[src/design/sfr_pkg.sv]
// ----------------------------------------------------------------------------
// sfr_pkg: shared types and constants for stream find-and-replace
// Command format between the front and the back, register indexes and
// length clamping.
// ----------------------------------------------------------------------------
package sfr_pkg;

  localparam int unsigned MaxLen    = 8;
  localparam int unsigned LenW      = $clog2(MaxLen + 1);
  localparam int unsigned IdxW      = $clog2(MaxLen);
  localparam int unsigned CountW    = 16;
  localparam int unsigned CmdDepth  = 4;
  localparam int unsigned CmdPtrW   = $clog2(CmdDepth);
  localparam int unsigned CmdCntW   = $clog2(CmdDepth + 1);

  localparam logic [CountW-1:0] CountMax = {CountW{1'b1}};

  // configuration register indexes
  localparam logic [1:0] CfgPatBytes = 2'd0;
  localparam logic [1:0] CfgPatLen   = 2'd1;
  localparam logic [1:0] CfgRepBytes = 2'd2;
  localparam logic [1:0] CfgRepLen   = 2'd3;

  // one command: data bytes to send in order, then optionally the end beat
  typedef struct packed {
    logic [8*MaxLen-1:0] data;
    logic [LenW-1:0]     n;
    logic                is_end;
    logic [CountW-1:0]   total;
  } cmd_t;

  // clamp a 4-bit length register to [minv, MaxLen]
  function automatic logic [LenW-1:0] eff_len(logic [3:0] v, logic [3:0] minv);
    logic [3:0] r;
    r = v;
    if (r < minv) r = minv;
    if (r > 4'(MaxLen)) r = 4'(MaxLen);
    return LenW'(r);
  endfunction

endpackage

[src/design/sfr_front.sv]
// ----------------------------------------------------------------------------
// sfr_front: window update and match classification
// Takes one text beat per cycle while accept_i is high, updates the sliding
// window and turns the step into at most one command for the back end.
// ----------------------------------------------------------------------------
module sfr_front import sfr_pkg::*; (
  input  logic                clk_i,
  input  logic                rst_ni,
  input  logic                accept_i,
  input  logic [7:0]          in_byte_i,
  input  logic                text_end_i,
  input  logic                clear_i,
  input  logic [8*MaxLen-1:0] pat_bytes_i,
  input  logic [LenW-1:0]     pat_len_i,
  input  logic [8*MaxLen-1:0] rep_bytes_i,
  input  logic [LenW-1:0]     rep_len_i,
  output logic                cmd_push_o,
  output cmd_t                cmd_o
);

  logic [7:0]        win_q [MaxLen];
  logic [7:0]        win_d [MaxLen];
  logic [7:0]        wn    [MaxLen];
  logic [IdxW-1:0]   fill_q, fill_d, f;
  logic [CountW-1:0] count_q, count_d, cnt_inc;
  logic [LenW-1:0]   nf;
  logic              full, hit;

  always_comb begin
    f = ({1'b0, fill_q} >= pat_len_i) ? '0 : fill_q;
    for (int i = 0; i < MaxLen; i++) begin
      wn[i] = (IdxW'(i) == f) ? in_byte_i : win_q[i];
    end
    nf   = LenW'(f) + LenW'(1);
    full = (nf == pat_len_i);
    hit  = 1'b1;
    for (int i = 0; i < MaxLen; i++) begin
      if ((LenW'(i) < pat_len_i) && (wn[i] != pat_bytes_i[8*i +: 8])) hit = 1'b0;
    end
    cnt_inc = (count_q == CountMax) ? count_q : count_q + CountW'(1);

    for (int i = 0; i < MaxLen; i++) begin
      cmd_o.data[8*i +: 8] = wn[i];
    end
    cmd_o.n      = '0;
    cmd_o.is_end = text_end_i;
    cmd_o.total  = count_q;
    win_d        = wn;
    fill_d       = nf[IdxW-1:0];
    count_d      = count_q;

    if (full && hit) begin
      cmd_o.data  = rep_bytes_i;
      cmd_o.n     = rep_len_i;
      cmd_o.total = cnt_inc;
      fill_d      = '0;
      count_d     = cnt_inc;
    end else if (full) begin
      // send oldest byte; on the final beat send the whole window
      cmd_o.n = text_end_i ? pat_len_i : LenW'(1);
      fill_d  = IdxW'(pat_len_i - LenW'(1));
      for (int i = 0; i < MaxLen - 1; i++) begin
        win_d[i] = wn[i+1];
      end
      win_d[MaxLen-1] = wn[MaxLen-1];
    end else begin
      cmd_o.n = text_end_i ? nf : '0;
    end

    if (text_end_i) begin
      fill_d  = '0;
      count_d = '0;
    end

    cmd_push_o = accept_i && ((cmd_o.n != '0) || text_end_i);
  end

  always_ff @(posedge clk_i or negedge rst_ni) begin
    if (!rst_ni) begin
      fill_q  <= '0;
      count_q <= '0;
    end else if (clear_i) begin
      fill_q  <= '0;
    end else if (accept_i) begin
      fill_q  <= fill_d;
      count_q <= count_d;
    end
  end

  always_ff @(posedge clk_i) begin
    if (accept_i) begin
      win_q <= win_d;
    end
  end

endmodule

[src/design/sfr_cmd_fifo.sv]
// ----------------------------------------------------------------------------
// sfr_cmd_fifo: command queue between front and back
// Small register queue; full and valid come straight from the fill count.
// ----------------------------------------------------------------------------
module sfr_cmd_fifo import sfr_pkg::*; (
  input  logic clk_i,
  input  logic rst_ni,
  input  logic push_i,
  input  cmd_t cmd_i,
  output logic full_o,
  input  logic pop_i,
  output logic valid_o,
  output cmd_t head_o
);

  cmd_t               mem_q [CmdDepth];
  logic [CmdPtrW-1:0] wptr_q, rptr_q;
  logic [CmdCntW-1:0] cnt_q;

  assign full_o  = (cnt_q == CmdCntW'(CmdDepth));
  assign valid_o = (cnt_q != '0);
  assign head_o  = mem_q[rptr_q];

  always_ff @(posedge clk_i or negedge rst_ni) begin
    if (!rst_ni) begin
      wptr_q <= '0;
      rptr_q <= '0;
      cnt_q  <= '0;
    end else begin
      if (push_i) wptr_q <= wptr_q + CmdPtrW'(1);
      if (pop_i)  rptr_q <= rptr_q + CmdPtrW'(1);
      if (push_i && !pop_i) begin
        cnt_q <= cnt_q + CmdCntW'(1);
      end else if (pop_i && !push_i) begin
        cnt_q <= cnt_q - CmdCntW'(1);
      end
    end
  end

  always_ff @(posedge clk_i) begin
    if (push_i) begin
      mem_q[wptr_q] <= cmd_i;
    end
  end

endmodule

[src/design/sfr_back.sv]
// ----------------------------------------------------------------------------
// sfr_back: command expansion into result beats
// Walks head command one beat per unstalled cycle into the output register.
// ----------------------------------------------------------------------------
module sfr_back import sfr_pkg::*; (
  input  logic              clk_i,
  input  logic              rst_ni,
  input  logic              head_valid_i,
  input  cmd_t              head_i,
  output logic              head_pop_o,
  input  logic              pop_i,
  output logic              empty_o,
  output logic [7:0]        out_byte_o,
  output logic              byte_present_o,
  output logic              run_last_o,
  output logic              text_done_o,
  output logic [CountW-1:0] replace_total_o
);

  logic [LenW-1:0]   k_q;
  logic              oval_q;
  logic              in_data, b_last, adv;
  logic [7:0]        b_byte;
  logic [CountW-1:0] b_total;

  always_comb begin
    in_data = (k_q < head_i.n);
    b_byte  = in_data ? head_i.data[8*k_q[IdxW-1:0] +: 8] : 8'h00;
    b_total = in_data ? '0 : head_i.total;
    b_last  = in_data ? ((k_q == head_i.n - LenW'(1)) && !head_i.is_end) : 1'b1;
    adv     = head_valid_i && (!oval_q || pop_i);
    head_pop_o = adv && b_last;
  end

  assign empty_o = !oval_q;

  always_ff @(posedge clk_i or negedge rst_ni) begin
    if (!rst_ni) begin
      k_q    <= '0;
      oval_q <= 1'b0;
    end else begin
      if (!oval_q || pop_i) oval_q <= head_valid_i;
      if (adv) k_q <= b_last ? '0 : k_q + LenW'(1);
    end
  end

  always_ff @(posedge clk_i) begin
    if (adv) begin
      out_byte_o      <= b_byte;
      byte_present_o  <= in_data;
      run_last_o      <= b_last;
      text_done_o     <= !in_data;
      replace_total_o <= b_total;
    end
  end

endmodule

[src/design/stream_find_and_replace.sv]
// ----------------------------------------------------------------------------
// stream_find_and_replace: streaming byte find-and-replace
// Sliding-window pattern match with replacement, end-of-text flush and a
// saturating per-text replacement count.
// ----------------------------------------------------------------------------
//  channel   handshake          beat contents
//  -------   ----------------   -------------------------------------------
//  text in   push / full        in_byte_i, text_end_i
//  results   pop / empty        out_byte_o, byte_present_o, run_last_o,
//                               text_done_o, replace_total_o
//  config    cfg_we_i           cfg_idx_i selects, cfg_data_i (64b) written
//
//  One text beat is taken per cycle while the command queue has room; full
//  depends only on the queue count. The back end sends one result beat per
//  cycle, so a match with an 8-byte replacement makes 8 result beats (9 with
//  the end beat); meanwhile the 4-entry queue keeps taking beats until four
//  commands wait. pop low stalls the back end, and the input once the queue
//  fills. A beat's results pass the command queue, then the output register.
//  Reset clears the window fill, count, queue and output valid; config
//  registers reset to zero except pattern length, which resets to one.
// ----------------------------------------------------------------------------
module stream_find_and_replace import sfr_pkg::*; (
  input  logic              clk_i,
  input  logic              rst_ni,
  // text in
  input  logic              push,
  output logic              full,
  input  logic [7:0]        in_byte_i,
  input  logic              text_end_i,
  // results
  output logic              empty,
  input  logic              pop,
  output logic [7:0]        out_byte_o,
  output logic              byte_present_o,
  output logic              run_last_o,
  output logic              text_done_o,
  output logic [CountW-1:0] replace_total_o,
  // config
  input  logic              cfg_we_i,
  input  logic [1:0]        cfg_idx_i,
  input  logic [63:0]       cfg_data_i
);

  logic [63:0] pat_q, rep_q;
  logic [3:0]  plen_q, rlen_q;
  logic        clear;

  // config registers; a pattern length write also drops the window
  always_ff @(posedge clk_i or negedge rst_ni) begin
    if (!rst_ni) begin
      pat_q  <= '0;
      rep_q  <= '0;
      plen_q <= 4'd1;
      rlen_q <= '0;
    end else if (cfg_we_i) begin
      unique case (cfg_idx_i)
        CfgPatBytes: pat_q  <= cfg_data_i;
        CfgPatLen:   plen_q <= cfg_data_i[3:0];
        CfgRepBytes: rep_q  <= cfg_data_i;
        CfgRepLen:   rlen_q <= cfg_data_i[3:0];
        default: ;
      endcase
    end
  end

  assign clear = cfg_we_i && (cfg_idx_i == CfgPatLen);

  logic accept, cmd_push, cmd_valid, cmd_pop;
  cmd_t cmd, head;

  assign accept = push && !full;

  sfr_front u_front (
    .clk_i       (clk_i),
    .rst_ni      (rst_ni),
    .accept_i    (accept),
    .in_byte_i   (in_byte_i),
    .text_end_i  (text_end_i),
    .clear_i     (clear),
    .pat_bytes_i (pat_q),
    .pat_len_i   (eff_len(plen_q, 4'd1)),
    .rep_bytes_i (rep_q),
    .rep_len_i   (eff_len(rlen_q, 4'd0)),
    .cmd_push_o  (cmd_push),
    .cmd_o       (cmd)
  );

  sfr_cmd_fifo u_fifo (
    .clk_i   (clk_i),
    .rst_ni  (rst_ni),
    .push_i  (cmd_push),
    .cmd_i   (cmd),
    .full_o  (full),
    .pop_i   (cmd_pop),
    .valid_o (cmd_valid),
    .head_o  (head)
  );

  sfr_back u_back (
    .clk_i           (clk_i),
    .rst_ni          (rst_ni),
    .head_valid_i    (cmd_valid),
    .head_i          (head),
    .head_pop_o      (cmd_pop),
    .pop_i           (pop),
    .empty_o         (empty),
    .out_byte_o      (out_byte_o),
    .byte_present_o  (byte_present_o),
    .run_last_o      (run_last_o),
    .text_done_o     (text_done_o),
    .replace_total_o (replace_total_o)
  );

  // front never writes a full queue
  a_no_push_full: assert property (@(posedge clk_i) disable iff (!rst_ni)
    cmd_push |-> !full) else $error("command pushed into full queue");

  // the final text beat always produces a command (end beat at least)
  a_end_makes_cmd: assert property (@(posedge clk_i) disable iff (!rst_ni)
    (accept && text_end_i) |-> cmd_push) else $error("end beat lost");

  // end result carries no text and closes its run
  a_end_beat: assert property (@(posedge clk_i) disable iff (!rst_ni)
    (!empty && text_done_o) |-> (!byte_present_o && run_last_o))
    else $error("malformed end beat");

  // queue pops only while it holds a command
  a_pop_valid: assert property (@(posedge clk_i) disable iff (!rst_ni)
    cmd_pop |-> cmd_valid) else $error("pop from empty command queue");

endmodule

[config.mk]
export PLATFORM = sky130hd
export DESIGN_NAME = stream_find_and_replace
export DESIGN_NICKNAME = d
export VERILOG_FILES = /design/src/design/sfr_pkg.sv /design/src/design/sfr_front.sv /design/src/design/sfr_cmd_fifo.sv /design/src/design/sfr_back.sv /design/src/design/stream_find_and_replace.sv
export SDC_FILE = /design/constraint.sdc
export NUM_CORES = 1
export LEC_CHECK = 0
export BUFFER_PORTS_ARGS = -buffer_cell sky130_fd_sc_hd__buf_2
export CORE_MARGIN = 5
export CORE_UTILIZATION = 50
export DETAILED_ROUTE_END_ITERATION = 16
export HOLD_SLACK_MARGIN = 0.08
export PLACE_DENSITY_LB_ADDON = 0.2
export SETUP_SLACK_MARGIN = 0.1
export SYNTH_ARGS = -nofsm -noshare
export SYNTH_HDL_FRONTEND = slang
export SYNTH_SLANG_ARGS = --single-unit
[constraint.sdc]
create_clock -name clk_i -period 13.35 [get_ports clk_i]
set_input_delay 1.335 -clock clk_i [delete_from_list [all_inputs] [get_ports clk_i]]
set_output_delay 1.335 -clock clk_i [all_outputs]
set_load 0.005 [all_outputs]
# Yosys cells after proc, flatten, opt, wreduce, memory -nomap -nowiden
# Memory sizes are Yosys's and may differ from the RTL's.
# Index checks and enable logic that the tools add are counted.
[word_totals] ramBits=340 reg_bits=258 in_bits=80 n_memories=1
[op_classes] order_cmp=14 shift=1 muxes=42 n_eq_ne=22 bitwise_logic=1 n_reduce_logical=36 n_addsub=9
[mem_list] memory="u_fifo.mem_q" words=4 word_bits=85 read_ports=1 rd_clocked_by_memory_dff=0 write_ports=1 line_no="sfr_cmd_fifo.sv:16" rtl="cmd_t mem_q [CmdDepth];"
[ops] op="$mux W64" n=3
[ops] op="$mux W8" n=8
[ops] op="$ne A8 B8 Y1" n=8
[ops] op="$shiftx A64 B7 Y8" n=1
[ops] op="$mux W16" n=3
[ops] op="$mux W4" n=9
[ops] op="$mux W3" n=8
[ops] op="$logic_and A1 B1 Y1" n=17
[ops] op="$add A16 B1 Y16 const B" n=1
[ops] op="$eq A16 B16 Y1 const B" n=1
[ops] op="$lt A3 B4 Y1 const A" n=4
[ops] op="$eq A3 B3 Y1 const A" n=4
[ops] op="$mux W1" n=11
[ops] op="$reduce_and A2 Y1" n=5
[ops] op="$eq A4 B4 Y1" n=2
[ops] op="$gt A4 B4 Y1 const B" n=2
[ops] op="$lt A1 B4 Y1 const A" n=2
[ops] op="$lt A2 B4 Y1 const A" n=2
[ops] op="$lt A4 B1 Y1 const B" n=2
[ops] op="$eq A2 B3 Y1 const A" n=2
[ops] op="$logic_not A1 Y1" n=6
[ops] op="$sub A3 B1 Y3 const B" n=2
[ops] op="$add A2 B1 Y2 const B" n=2
[ops] op="$add A3 B1 Y4 const B" n=1
[ops] op="16 further kinds" n=19

# Longest topological paths before layout
# Gate-level depths: netlist of run 1.
[depth] ltp_word=27 ltp_mapped=30

# Modules after synthesis
# Synthesis of run 1 repeated with hierarchy kept, for this count alone.
[hier_totals] cells_unflattened=1802 hier_area_um2=27797.9
[modules_own_cells] mod="sfr_cmd_fifo" instances=1 cells_each=479 area_each_um2=12680.9
[modules_own_cells] mod="sfr_front" instances=1 cells_each=890 area_each_um2=7507.2
[modules_own_cells] mod="stream_find_and_replace" instances=1 cells_each=301 area_each_um2=5744.3
[modules_own_cells] mod="sfr_back" instances=1 cells_each=132 area_each_um2=1865.5

# Worst setup path before layout of run 1
# OpenSTA, ideal clock, no wires.
[synth_path] kind="input-to-reg" startpoint="input port push" endpoint="memory u_fifo.mem_q[0][0] in the netlist's numbering, enable pin" arrival_ns=7.187 setup_slack_ns=5.711 required_ns=12.897 cell_stages=4 cell_sequence="nor2b_1 -> o21ai_0 -> a31oi_1 -> and2_1"
[synth_between] elab_chain_len=4
[synth_lines] item="start, declared" line_no="stream_find_and_replace.sv:26" rtl="input logic push,"
[synth_lines] item="$logic_and A1 B1 Y1" line_no="stream_find_and_replace.sv:71" rtl="assign accept = push && !full;"
[synth_lines] item="$logic_and A1 B1 Y1" line_no="sfr_front.sv:75" rtl="cmd_push_o = accept_i && ((cmd_o.n != '0) || text_end_i);"
[synth_lines] item="named net cmd_push" line_no="stream_find_and_replace.sv:68" rtl="logic accept, cmd_push, cmd_valid, cmd_pop;"
[synth_lines] item="$mux W1" line_no="sfr_cmd_fifo.sv:41" rtl="if (push_i) begin"
[synth_lines] item="$mux W1 (not written as such)" line_no="sfr_cmd_fifo.sv:42" rtl="mem_q[wptr_q] <= cmd_i;"
[synth_lines] item="end, declared" line_no="sfr_cmd_fifo.sv:16"
# The timed path passes the listed nets, and every way through them passes these cells.

# Final worst setup path of run 1
[layout_path] startpoint="register plen_q[2]" endpoint="memory u_fifo.mem_q[2][84] in the netlist's numbering, enable pin"
[layout_between] elab_chain_len=25
[layout_lines] item="start, declared" line_no="stream_find_and_replace.sv:45" rtl="logic [3:0] plen_q, rlen_q;"
[layout_lines] item="start signal, assigned" line_no="stream_find_and_replace.sv:58" rtl="CfgPatLen: plen_q <= cfg_data_i[3:0];"
[layout_lines] item="$lt A4 B1 Y1" line_no="sfr_pkg.sv:36" rtl="if (r < minv) r = minv;"
[layout_lines] item="$mux W4 *" line_no="sfr_pkg.sv:36"
[layout_lines] item="$gt A4 B4 Y1" line_no="sfr_pkg.sv:37" rtl="if (r > 4'(MaxLen)) r = 4'(MaxLen);"
[layout_lines] item="$mux W4 *" line_no="sfr_pkg.sv:37"
[layout_lines] item="$ge A3 B4 Y1" line_no="sfr_front.sv:30" rtl="f = ({1'b0, fill_q} >= pat_len_i) ? '0 : fill_q;"
[layout_lines] item="$mux W3" line_no="sfr_front.sv:30"
[layout_lines] item="$logic_not A3 Y1" line_no="sfr_front.sv:32" rtl="wn[i] = (IdxW'(i) == f) ? in_byte_i : win_q[i];"
[layout_lines] item="$mux W8" line_no="sfr_front.sv:32"
[layout_lines] item="[... 10 more ...]"
[layout_lines] item="$logic_and A1 B1 Y1" line_no="sfr_front.sv:52" rtl="if (full && hit) begin"
[layout_lines] item="$mux W4 *" line_no="sfr_front.sv:52"
[layout_lines] item="$reduce_bool A4 Y1 *" line_no="sfr_front.sv:75"
[layout_lines] item="$logic_or A1 B1 Y1 *" line_no="sfr_front.sv:75"
[layout_lines] item="$logic_and A1 B1 Y1 *" line_no="sfr_front.sv:75"
[layout_lines] item="named net cmd_push" line_no="stream_find_and_replace.sv:68"
[layout_lines] item="$mux W1 *" line_no="sfr_cmd_fifo.sv:41"
[layout_lines] item="$mux W1 (not written as such) *" line_no="sfr_cmd_fifo.sv:42"
# Mark *: on every way through the listed nets, which the timed path passes. The rest lies on a longest branch.

==> results of run 1 <==
layout make-up:
cell class	count	area [µm²]	area share (%)
flip-flops and latches	598	17100	56.3
multi-input cells	1120	9450	31.0
clock buffers	87	1780	5.85
well taps	696	871	2.86
repair buffers	128	697	2.29
clock inverters	34	270	0.888
inverters	64	240	0.789
diodes	1	2.50	0.00822
state kept, by name, summed over array words and instances (netlist names):
signal,cells
u_back.k_q,4
u_fifo.mem_q,340
u_fifo.rptr_q,2
plen_q,4
u_fifo.cnt_q,3
rlen_q,4
u_back.byte_present_o,1
u_back.text_done_o,1
u_back.oval_q,1
u_back.out_byte_o,8
u_fifo.wptr_q,2
u_back.run_last_o,1
u_back.replace_total_o,16
u_front.count_q,16
pat_q,64
rep_q,64
u_front.fill_q,3
u_front.win_q,64
cells in the final DEF, fill, tap and decap left out, types with 18 or more instances in the layout:
cell type  count
buf_2        107
a21oi_1       71
buf_4         20
mux2_2       130
clkbuf_16     66
mux2i_1       46
nand3_1       33
a31oi_1       44
nor3_1        21
inv_1         64
ha_1          24
xor2_1        18
or3_1         31
edfxtp_1     431
dfrtp_1      163
o21ai_0       44
and2_1        25
nor2_1       105
nand2_1      127
o221a_2       24
mux4_2       101
xnor2_1       64
per-layer routing:
metal  track usage (%)  wire [µm]  vias to the layer above
li1                  -          -                     7406
met1              35.7      31300                     8601
met2              37.0      33300                      741
met3              7.74       7570                      101
met4              6.29       1460                        0
met5                 0          0                        -
how the worst min path moves through the flow:
stage	startpoint	end	slack [ns]
floorplan	u_fifo.cnt_q[2]	u_fifo.cnt_q[2]	0.46
CTS	u_fifo.cnt_q[2]	u_fifo.cnt_q[2]	0.49
global route	rep_q[3]	rep_q[3]	0.52
detailed placement	u_fifo.cnt_q[2]	u_fifo.cnt_q[2]	0.49
finish	u_fifo.cnt_q[2]	u_fifo.cnt_q[2]	0.48
global placement	u_fifo.cnt_q[2]	u_fifo.cnt_q[2]	0.48
through the flow:
step                      std cells  area [µm²]  total power, mW
after floorplan                1893       27200             4.50
after global placement         2606       28400             5.29
after detailed placement       2606       28400             5.34
after CTS                      2727       30400             7.07
after global routing           2727       30400             7.39
final                          2728       30400             7.05
cell families after synthesis:
family	share of synthesized area, %
XOR/XNOR	2.64
flip-flops	63.0
AND/OR/NAND/NOR	7.98
AO/OA/AOI/OAI	7.35
adder cells (fa/ha/maj)	1.18
multiplexers	15.4
buffers and inverters	2.47
critical path, stage by stage, from the launching register on:
cell and delay (ns):
dfrtp_1 0.48, nor2_1 0.18, nor2_1 0.06, or2_2 0.31
inv_1 0.12, ha_1 0.23, nand2b_1 0.27, a21oi_1 0.24
o21ai_0 0.25, inv_1 0.20, ha_1 0.20, ha_1 0.58
mux2i_1 0.83, xnor2_1 0.13, nor4_1 0.61, nand4_1 0.19
a2bb2oi_1 0.19, o2111ai_1 0.17, or4_1 0.61, nor2_1 0.20
a31oi_1 0.30, and2_4 0.41, buf_4 0.45
power groups by stage:
stage | Clock (mW) | Combinational, mW | Sequential, mW
3_3_place_gp | 0 | 2.25 | 3.04
3_5_place_dp | 0 | 2.29 | 3.05
6_report | 1.73 | 2.30 | 3.02
4_1_cts | 1.76 | 2.29 | 3.02
5_1_grt | 1.84 | 2.48 | 3.06
2_1_floorplan | 0 | 1.63 | 2.87
==> metrics.md, run 1 <==
| Metric | Value |
|---|---|
| Status | `complete, no violations` |
| Ys flop type | `edfxtp_1` |
| Post-synth top area share | `47.6%` |
| Setup crit start kind | `flip-flop` |
| Post-synth EDFFs | `431` |
| CP arrival | `7.93 ns` |
| Mapped Area | `27200 µm²` |
| CTS root buf | `clkbuf_16` |
| Fmax | `0.129 GHz` |
| Critical Path End Type | `flip-flop` |
| Setup ws final | `5.62 ns` |
| DIE HEIGHT | `243 µm` |
| Logic pwr share | `32.6%` |
| Min cycle time layout | `7.73 ns` |
| Worst Tran Pin Value | `1.07 ns` |
| R2r endpoint | `u_fifo.mem_q[2][84]` |
| Hold depth | `1` |
| Total wire length | `73600 µm` |
| Cell taking the most area after synthesis | `edfxtp_1` |
| Synth cell count leaders | `431 x edfxtp_1, 166 x dfrtp_1, 130 x mux2_2` |
| DP HPWL | `50200 µm` |
| DR vias | `16800` |
| TritonCTS Sinks | `598` |
| Sequential-to-total area share from yosys stat | `63.0%` |
| CP startpoint | `plen_q[2]` |
| CTS resizes | `0` |
| Critical Path Fanout Max | `64` |
| DR WL/cell | `27.0 µm` |
| CTS tree | `built` |
| Fin Hold WS | `0.483 ns` |
| CTS Hold Bufs | `0` |
| Final ANT Viol Nets | `0` |
| Core Area | `53800 µm²` |
| Final Cycle Share | `57.9%` |
| Avg Cell Area, Syn | `14.4 µm²` |
| Chip width | `243 µm` |
| Area delta synth->final | `11.9%` |
| PD cells | `231 nW/µm²` |
| Setup tns final | `0 ns` |
| First-pass GRT wire length | `110000 µm` |
| Routability congestion estimate | `0.954` |
| Clock-pin slew on the worst setup and hold paths | `0.06 ns` |
| Worst Hold Class | `flip-flop to flip-flop` |
| LEAKAGE | `11.1 nW` |
| R2R cell count | `22` |
| Setup bufs post-CTS | `0` |
| Final Hold Vio Count | `0` |
| Peak supply drop | `0.132 mV` |
| Filler instances | `4341` |
| Final setup vio count | `0` |
| Layout cells sized above 1 | `25.1%` |
| Sequential share of power | `42.9%` |
| RSZ-0062 raised after global routing | `no` |
| Sw power | `2.40 mW` |
| Synth top area cells | `edfxtp_1 48%, dfrtp_1 15%, mux4_2 8.4%, mux2_2 5.4%, xnor2_1 2.1%` |
| H-tree depth | `3` |
| Post-Route Utilization | `56.6%` |
| Clk_lat worst skew | `0.60 ns` |
| GRT Util Overall | `24.7%` |
| Final #Nets | `2083` |
| Io pins | `109` |
| Num rows | `85` |
| Worst slew margin | `28.2%` |
| Via-per-instance ratio | `6.18` |
| Cts bufs inserted | `66` |
| Clk_skew | `0.0277 ns` |
| Vias in the first global route | `16600` |
| Synth warn | `0` |
| Flop2flop setup slack | `5.62 ns` |
| Reg-to-Reg Start | `plen_q[2]` |
| Area of the die | `59200 µm²` |
| Yosys reg bits | `598` |
| Kind of critical path | `flip-flop to flip-flop` |
| Initial antenna violation count | `1` |
| Congestion Overflow GR | `0` |
| Initial Utilization | `50.5%` |
| Unique masters post-synth | `71` |
| End of the critical path | `u_fifo.mem_q[2][84]` |
| Worst path required time | `13.55 ns` |
| Iteration-0 DRC count of the detailed router | `1942` |
| Clk network pwr share | `24.6%` |
| Sw Share | `34.1%` |
| Mapped Nets | `1998` |
| DRT Pass-1 Iters | `8` |
| Count leader, synth | `edfxtp_1` |
| PortBufs | `108` |
| Drc violations | `0` |
| Max cap viols | `0` |
| Post-place setup slack | `5.77 ns` |
| Syn Inst Count | `1893` |
| Clock Path Buffers | `3` |
| Internal power | `4.64 mW` |
| Max Slew Vio Count | `0` |
| Largest net degree at the start of global routing | `88` |
| Async SR Flop Fraction | `27.9%` |
Note: power is estimated with default switching activity, not from simulation.
==> run 2, diff against run 1 <==
--- a/config.mk
+++ b/config.mk
@@ -5,6 +5,7 @@
 export SDC_FILE = /design/constraint.sdc
 export NUM_CORES = 1
 export LEC_CHECK = 0
+export ABC_AREA = 1
 export BUFFER_PORTS_ARGS = -buffer_cell sky130_fd_sc_hd__buf_2
 export CORE_MARGIN = 5
 export CORE_UTILIZATION = 50
==> constraint.sdc (replaced) <==
create_clock -name clk_i -period 7.7 [get_ports clk_i]
set_input_delay 0.77 -clock clk_i [delete_from_list [all_inputs] [get_ports clk_i]]
set_output_delay 0.77 -clock clk_i [all_outputs]
set_load 0.005 [all_outputs]
==> run 2 against run 1 <==
  * Count of clock-buffer cells in the layout fell by 17
  * Critical path depth rose by 10
  * Sequential share of layout area rose by 0.15 points
  * Power rose by 77%
  * Area after synthesis fell by 0.13%
  * Largest cell class unchanged
==> metrics.md, run 2 <==
| Metric | Value |
|---|---|
| Status | `complete, no violations (unchanged)` |
| Synth top area cells | `edfxtp_1 48%, dfrtp_1 15%, nand2_1 8.3%, o21ai_0 8.2%, inv_1 3.6% (was edfxtp_1 48%, dfrtp_1 15%, mux4_2 8.4%, mux2_2 5.4%, xnor2_1 2.1%)` |
| Flip-flop count of the largest register after layout | `340 (unchanged)` |
| DRT Pass-1 Iters | `5 (was 8)` |
| Unique masters post-synth | `52 (was 71)` |
| Initial antenna violation count | `2 (was 1)` |
| Biggest register | `u_fifo.mem_q (unchanged)` |
| CTS root buf | `clkbuf_16 (unchanged)` |
| Final ANT Viol Nets | `0 (unchanged)` |
| DIE HEIGHT | `243 µm (about the same)` |
| Worst Tran Pin Value | `1.08 ns (was 1.07 ns)` |
| Final #Nets | `2898 (was 2083)` |
| Final Cycle Share | `86.2% (was 57.9%)` |
| Chip width | `243 µm (about the same)` |
| PortBufs | `108 (unchanged)` |
| RSZ-0062 raised after global routing | `no (unchanged)` |
| Mapped Area | `27200 µm² (about the same)` |
| Io pins | `109 (unchanged)` |
| Setup crit start kind | `flip-flop (unchanged)` |
| CTS resizes | `0 (unchanged)` |
| Fmax | `0.151 GHz (was 0.129 GHz)` |
| Area delta synth->final | `11.7% (was 11.9%)` |
| DR WL/cell | `20.9 µm (was 27.0 µm)` |
| Worst Hold Class | `primary input to flip-flop (was flip-flop to flip-flop)` |
| Num rows | `85 (unchanged)` |
| Fin Hold WS | `0.404 ns (was 0.483 ns)` |
| DP HPWL | `49200 µm (was 50200 µm)` |
| Final setup vio count | `0 (unchanged)` |
| Mapped Nets | `2835 (was 1998)` |
| Slowest stage cell, crit path | `nor2_4 (was mux2i_1)` |
| First-pass GRT wire length | `113000 µm (was 110000 µm)` |
| Largest net degree at the start of global routing | `88 (unchanged)` |
| Layout cells sized above 1 | `10.3% (was 25.1%)` |
| Core Area | `53800 µm² (unchanged)` |
| Commonest non-fill, non-tap cells in the layout | `603 x nand2_1, 447 x o21ai_0, 431 x edfxtp_1 (was 431 x edfxtp_1, 163 x dfrtp_1, 130 x mux2_2)` |
| R2r endpoint | `u_fifo.mem_q[2][44] (was u_fifo.mem_q[2][84])` |
| Post-Route Utilization | `56.4% (was 56.6%)` |
| H-tree depth | `2 (was 3)` |
| Flop2flop setup slack | `1.07 ns (was 5.62 ns)` |
| Vias in the first global route | `19100 (was 16600)` |
| Most frequent CP cell | `nand2_1` |
| Clock-pin slew on the worst setup and hold paths | `0.06 ns (about the same)` |
| TritonCTS Sinks | `598 (unchanged)` |
| Max Slew Vio Count | `0 (unchanged)` |
| End of the critical path | `u_fifo.mem_q[2][44] (was u_fifo.mem_q[2][84])` |
| Reg-to-Reg Start | `plen_q[3] (was plen_q[2])` |
| Worst path required time | `7.99 ns (was 13.55 ns)` |
| Peak supply drop | `0.223 mV (was 0.132 mV)` |
| Yosys reg bits | `598 (unchanged)` |
| ANT cells | `0 (was 1)` |
| Avg Cell Area, Syn | `9.95 µm² (was 14.4 µm²)` |
| CP startpoint | `plen_q[3] (was plen_q[2])` |
| Critical Path End Type | `flip-flop (unchanged)` |
| Post-synth top area share | `47.6% (about the same)` |
| Ys flop type | `edfxtp_1 (unchanged)` |
| Clk_skew | `0.0146 ns (was 0.0277 ns)` |
| Commonest non-fill, non-tap cell in the layout | `nand2_1 (was edfxtp_1)` |
| Post-synth EDFFs | `431 (unchanged)` |
| Final Hold Vio Count | `0 (unchanged)` |
| Via-per-instance ratio | `5.68 (was 6.18)` |
| Cts bufs inserted | `59 (was 66)` |
| Congestion Overflow GR | `0 (unchanged)` |
| Drc violations | `0 (unchanged)` |
| Critical Path Fanout Max | `57 (was 64)` |
| Routability congestion estimate | `0.904 (was 0.954)` |
| Max cap viols | `0 (unchanged)` |
| Async SR Flop Fraction | `27.9% (unchanged)` |
| Area of the die | `59100 µm² (was 59200 µm²)` |
| Cell taking the most area after synthesis | `edfxtp_1 (unchanged)` |
| Sequential-to-total area share from yosys stat | `63.0% (about the same)` |
| LEAKAGE | `12.5 nW (was 11.1 nW)` |
| Worst slew margin | `27.5% (was 28.2%)` |
| Tot Pwr | `12.5 mW (was 7.05 mW)` |
| DR vias | `20100 (was 16800)` |
| Syn Inst Count | `2730 (was 1893)` |
| Iteration-0 DRC count of the detailed router | `2411 (was 1942)` |
| Clk_lat worst skew | `0.64 ns (was 0.60 ns)` |
| Kind of critical path | `flip-flop to flip-flop (unchanged)` |
| CP arrival | `6.92 ns (was 7.93 ns)` |
| Count leader, synth | `nand2_1 (was edfxtp_1)` |
| Synth warn | `0 (unchanged)` |
| Largest stage delay, worst path | `0.56 ns (was 0.83 ns)` |
| Clock Path Buffers | `3 (unchanged)` |
| Initial Utilization | `50.5% (about the same)` |
| CTS tree | `built (unchanged)` |
| GRT Util Overall | `24.4% (was 24.7%)` |
| Min cycle time layout | `6.63 ns (was 7.73 ns)` |
| Total wire length | `73800 µm (was 73600 µm)` |
| Synth cell count leaders | `604 x nand2_1, 447 x o21ai_0, 431 x edfxtp_1 (was 431 x edfxtp_1, 166 x dfrtp_1, 130 x mux2_2)` |
| PD cells | `411 nW/µm² (was 231 nW/µm²)` |
| R2R cell count | `32 (was 22)` |
==> run 2: changes by cell type in the layout (fill, tap and decap cells not counted), sizes merged, moves of 101 or more <==
cell	delta
mux2	-129
nor2	+146
mux4	-101
nand2	+494
inv	+198
o21ai	+403
==> run 2: timing repair <==
action / 4_1_cts / 5_1_grt
buffers inserted: 0 / 0
hold buffers: 1 / 0
hold endpoints to repair: 11 / 0
==> run 2: cell families after synthesis <==
| kind of cell | synth area share, % |
|---|---|
| and+or+nand+nor | 16.3 |
| adders and majority gates | 1.18 |
| xor gates and xnor gates | 1.10 |
| DFF | 63.0 |
| muxes | 0.0415 |
| AOI/OAI and AO/OA | 12.2 |
| buffers and inverters | 6.17 |
==> run 2: layer usage <==
layer	wire, µm	part of all wire (%)	GRT usage, %
met1	32200	44	35.3
met3	5830	7.9	4.59
met2	33700	46	38.1
met4	2180	2.9	7.16
met5	0	0	0
==> run 2: power breakdown <==
group	internal [mW]	switching (mW)
Sequential	4.71	0.344
Combinational	1.28	3.25
Clock	1.63	1.26
==> run 2: critical path: cells and delay by family, from the launching register on <==
| kind | cells | cell delay (ns) |
|---|---|---|
| AOI/OAI and AO/OA | 2 | 0.73 |
| xor gates and xnor gates | 1 | 0.25 |
| adders and majority gates | 3 | 0.98 |
| buffers and inverters | 6 | 0.84 |
| DFF | 1 | 0.48 |
| and+or+nand+nor | 20 | 2.93 |
==> run 2: how the worst min path moves through the flow <==
stage	from	endpoint	slack [ns]	cells past startpoint
after global placement	rep_q[12]	rep_q[12]	0.47	2
after detailed placement	rep_q[24]	rep_q[24]	0.47	2
final	cfg_data_i[28]	pat_q[28]	0.40	3
after CTS	cfg_data_i[46]	pat_q[46]	0.37	3
after floorplan	rep_q[10]	rep_q[10]	0.45	2
after global routing	cfg_data_i[49]	pat_q[49]	0.39	3
==> run 2: final cells by class <==
cell class                 count  area, µm²
timing repair buffer         152        955
tap                          696        871
sequential                   598      17100
clock buffer                  70       1570
inverter                     272       1030
multi-input combinational   1710       8440
fill                        4657      23500
clock inverter                40        365
==> run 2: stage by stage <==
step,setup TNS [ns],cells,cell area [µm²],worst slack [ns]
2_1_floorplan,-234.54,2730,27200,-0.690
3_3_place_gp,0,3427,28400,1.36
3_5_place_dp,0,3427,28400,1.13
4_1_cts,0,3538,30400,1.11
5_1_grt,0,3538,30400,0.441
6_report,0,3538,30400,1.07
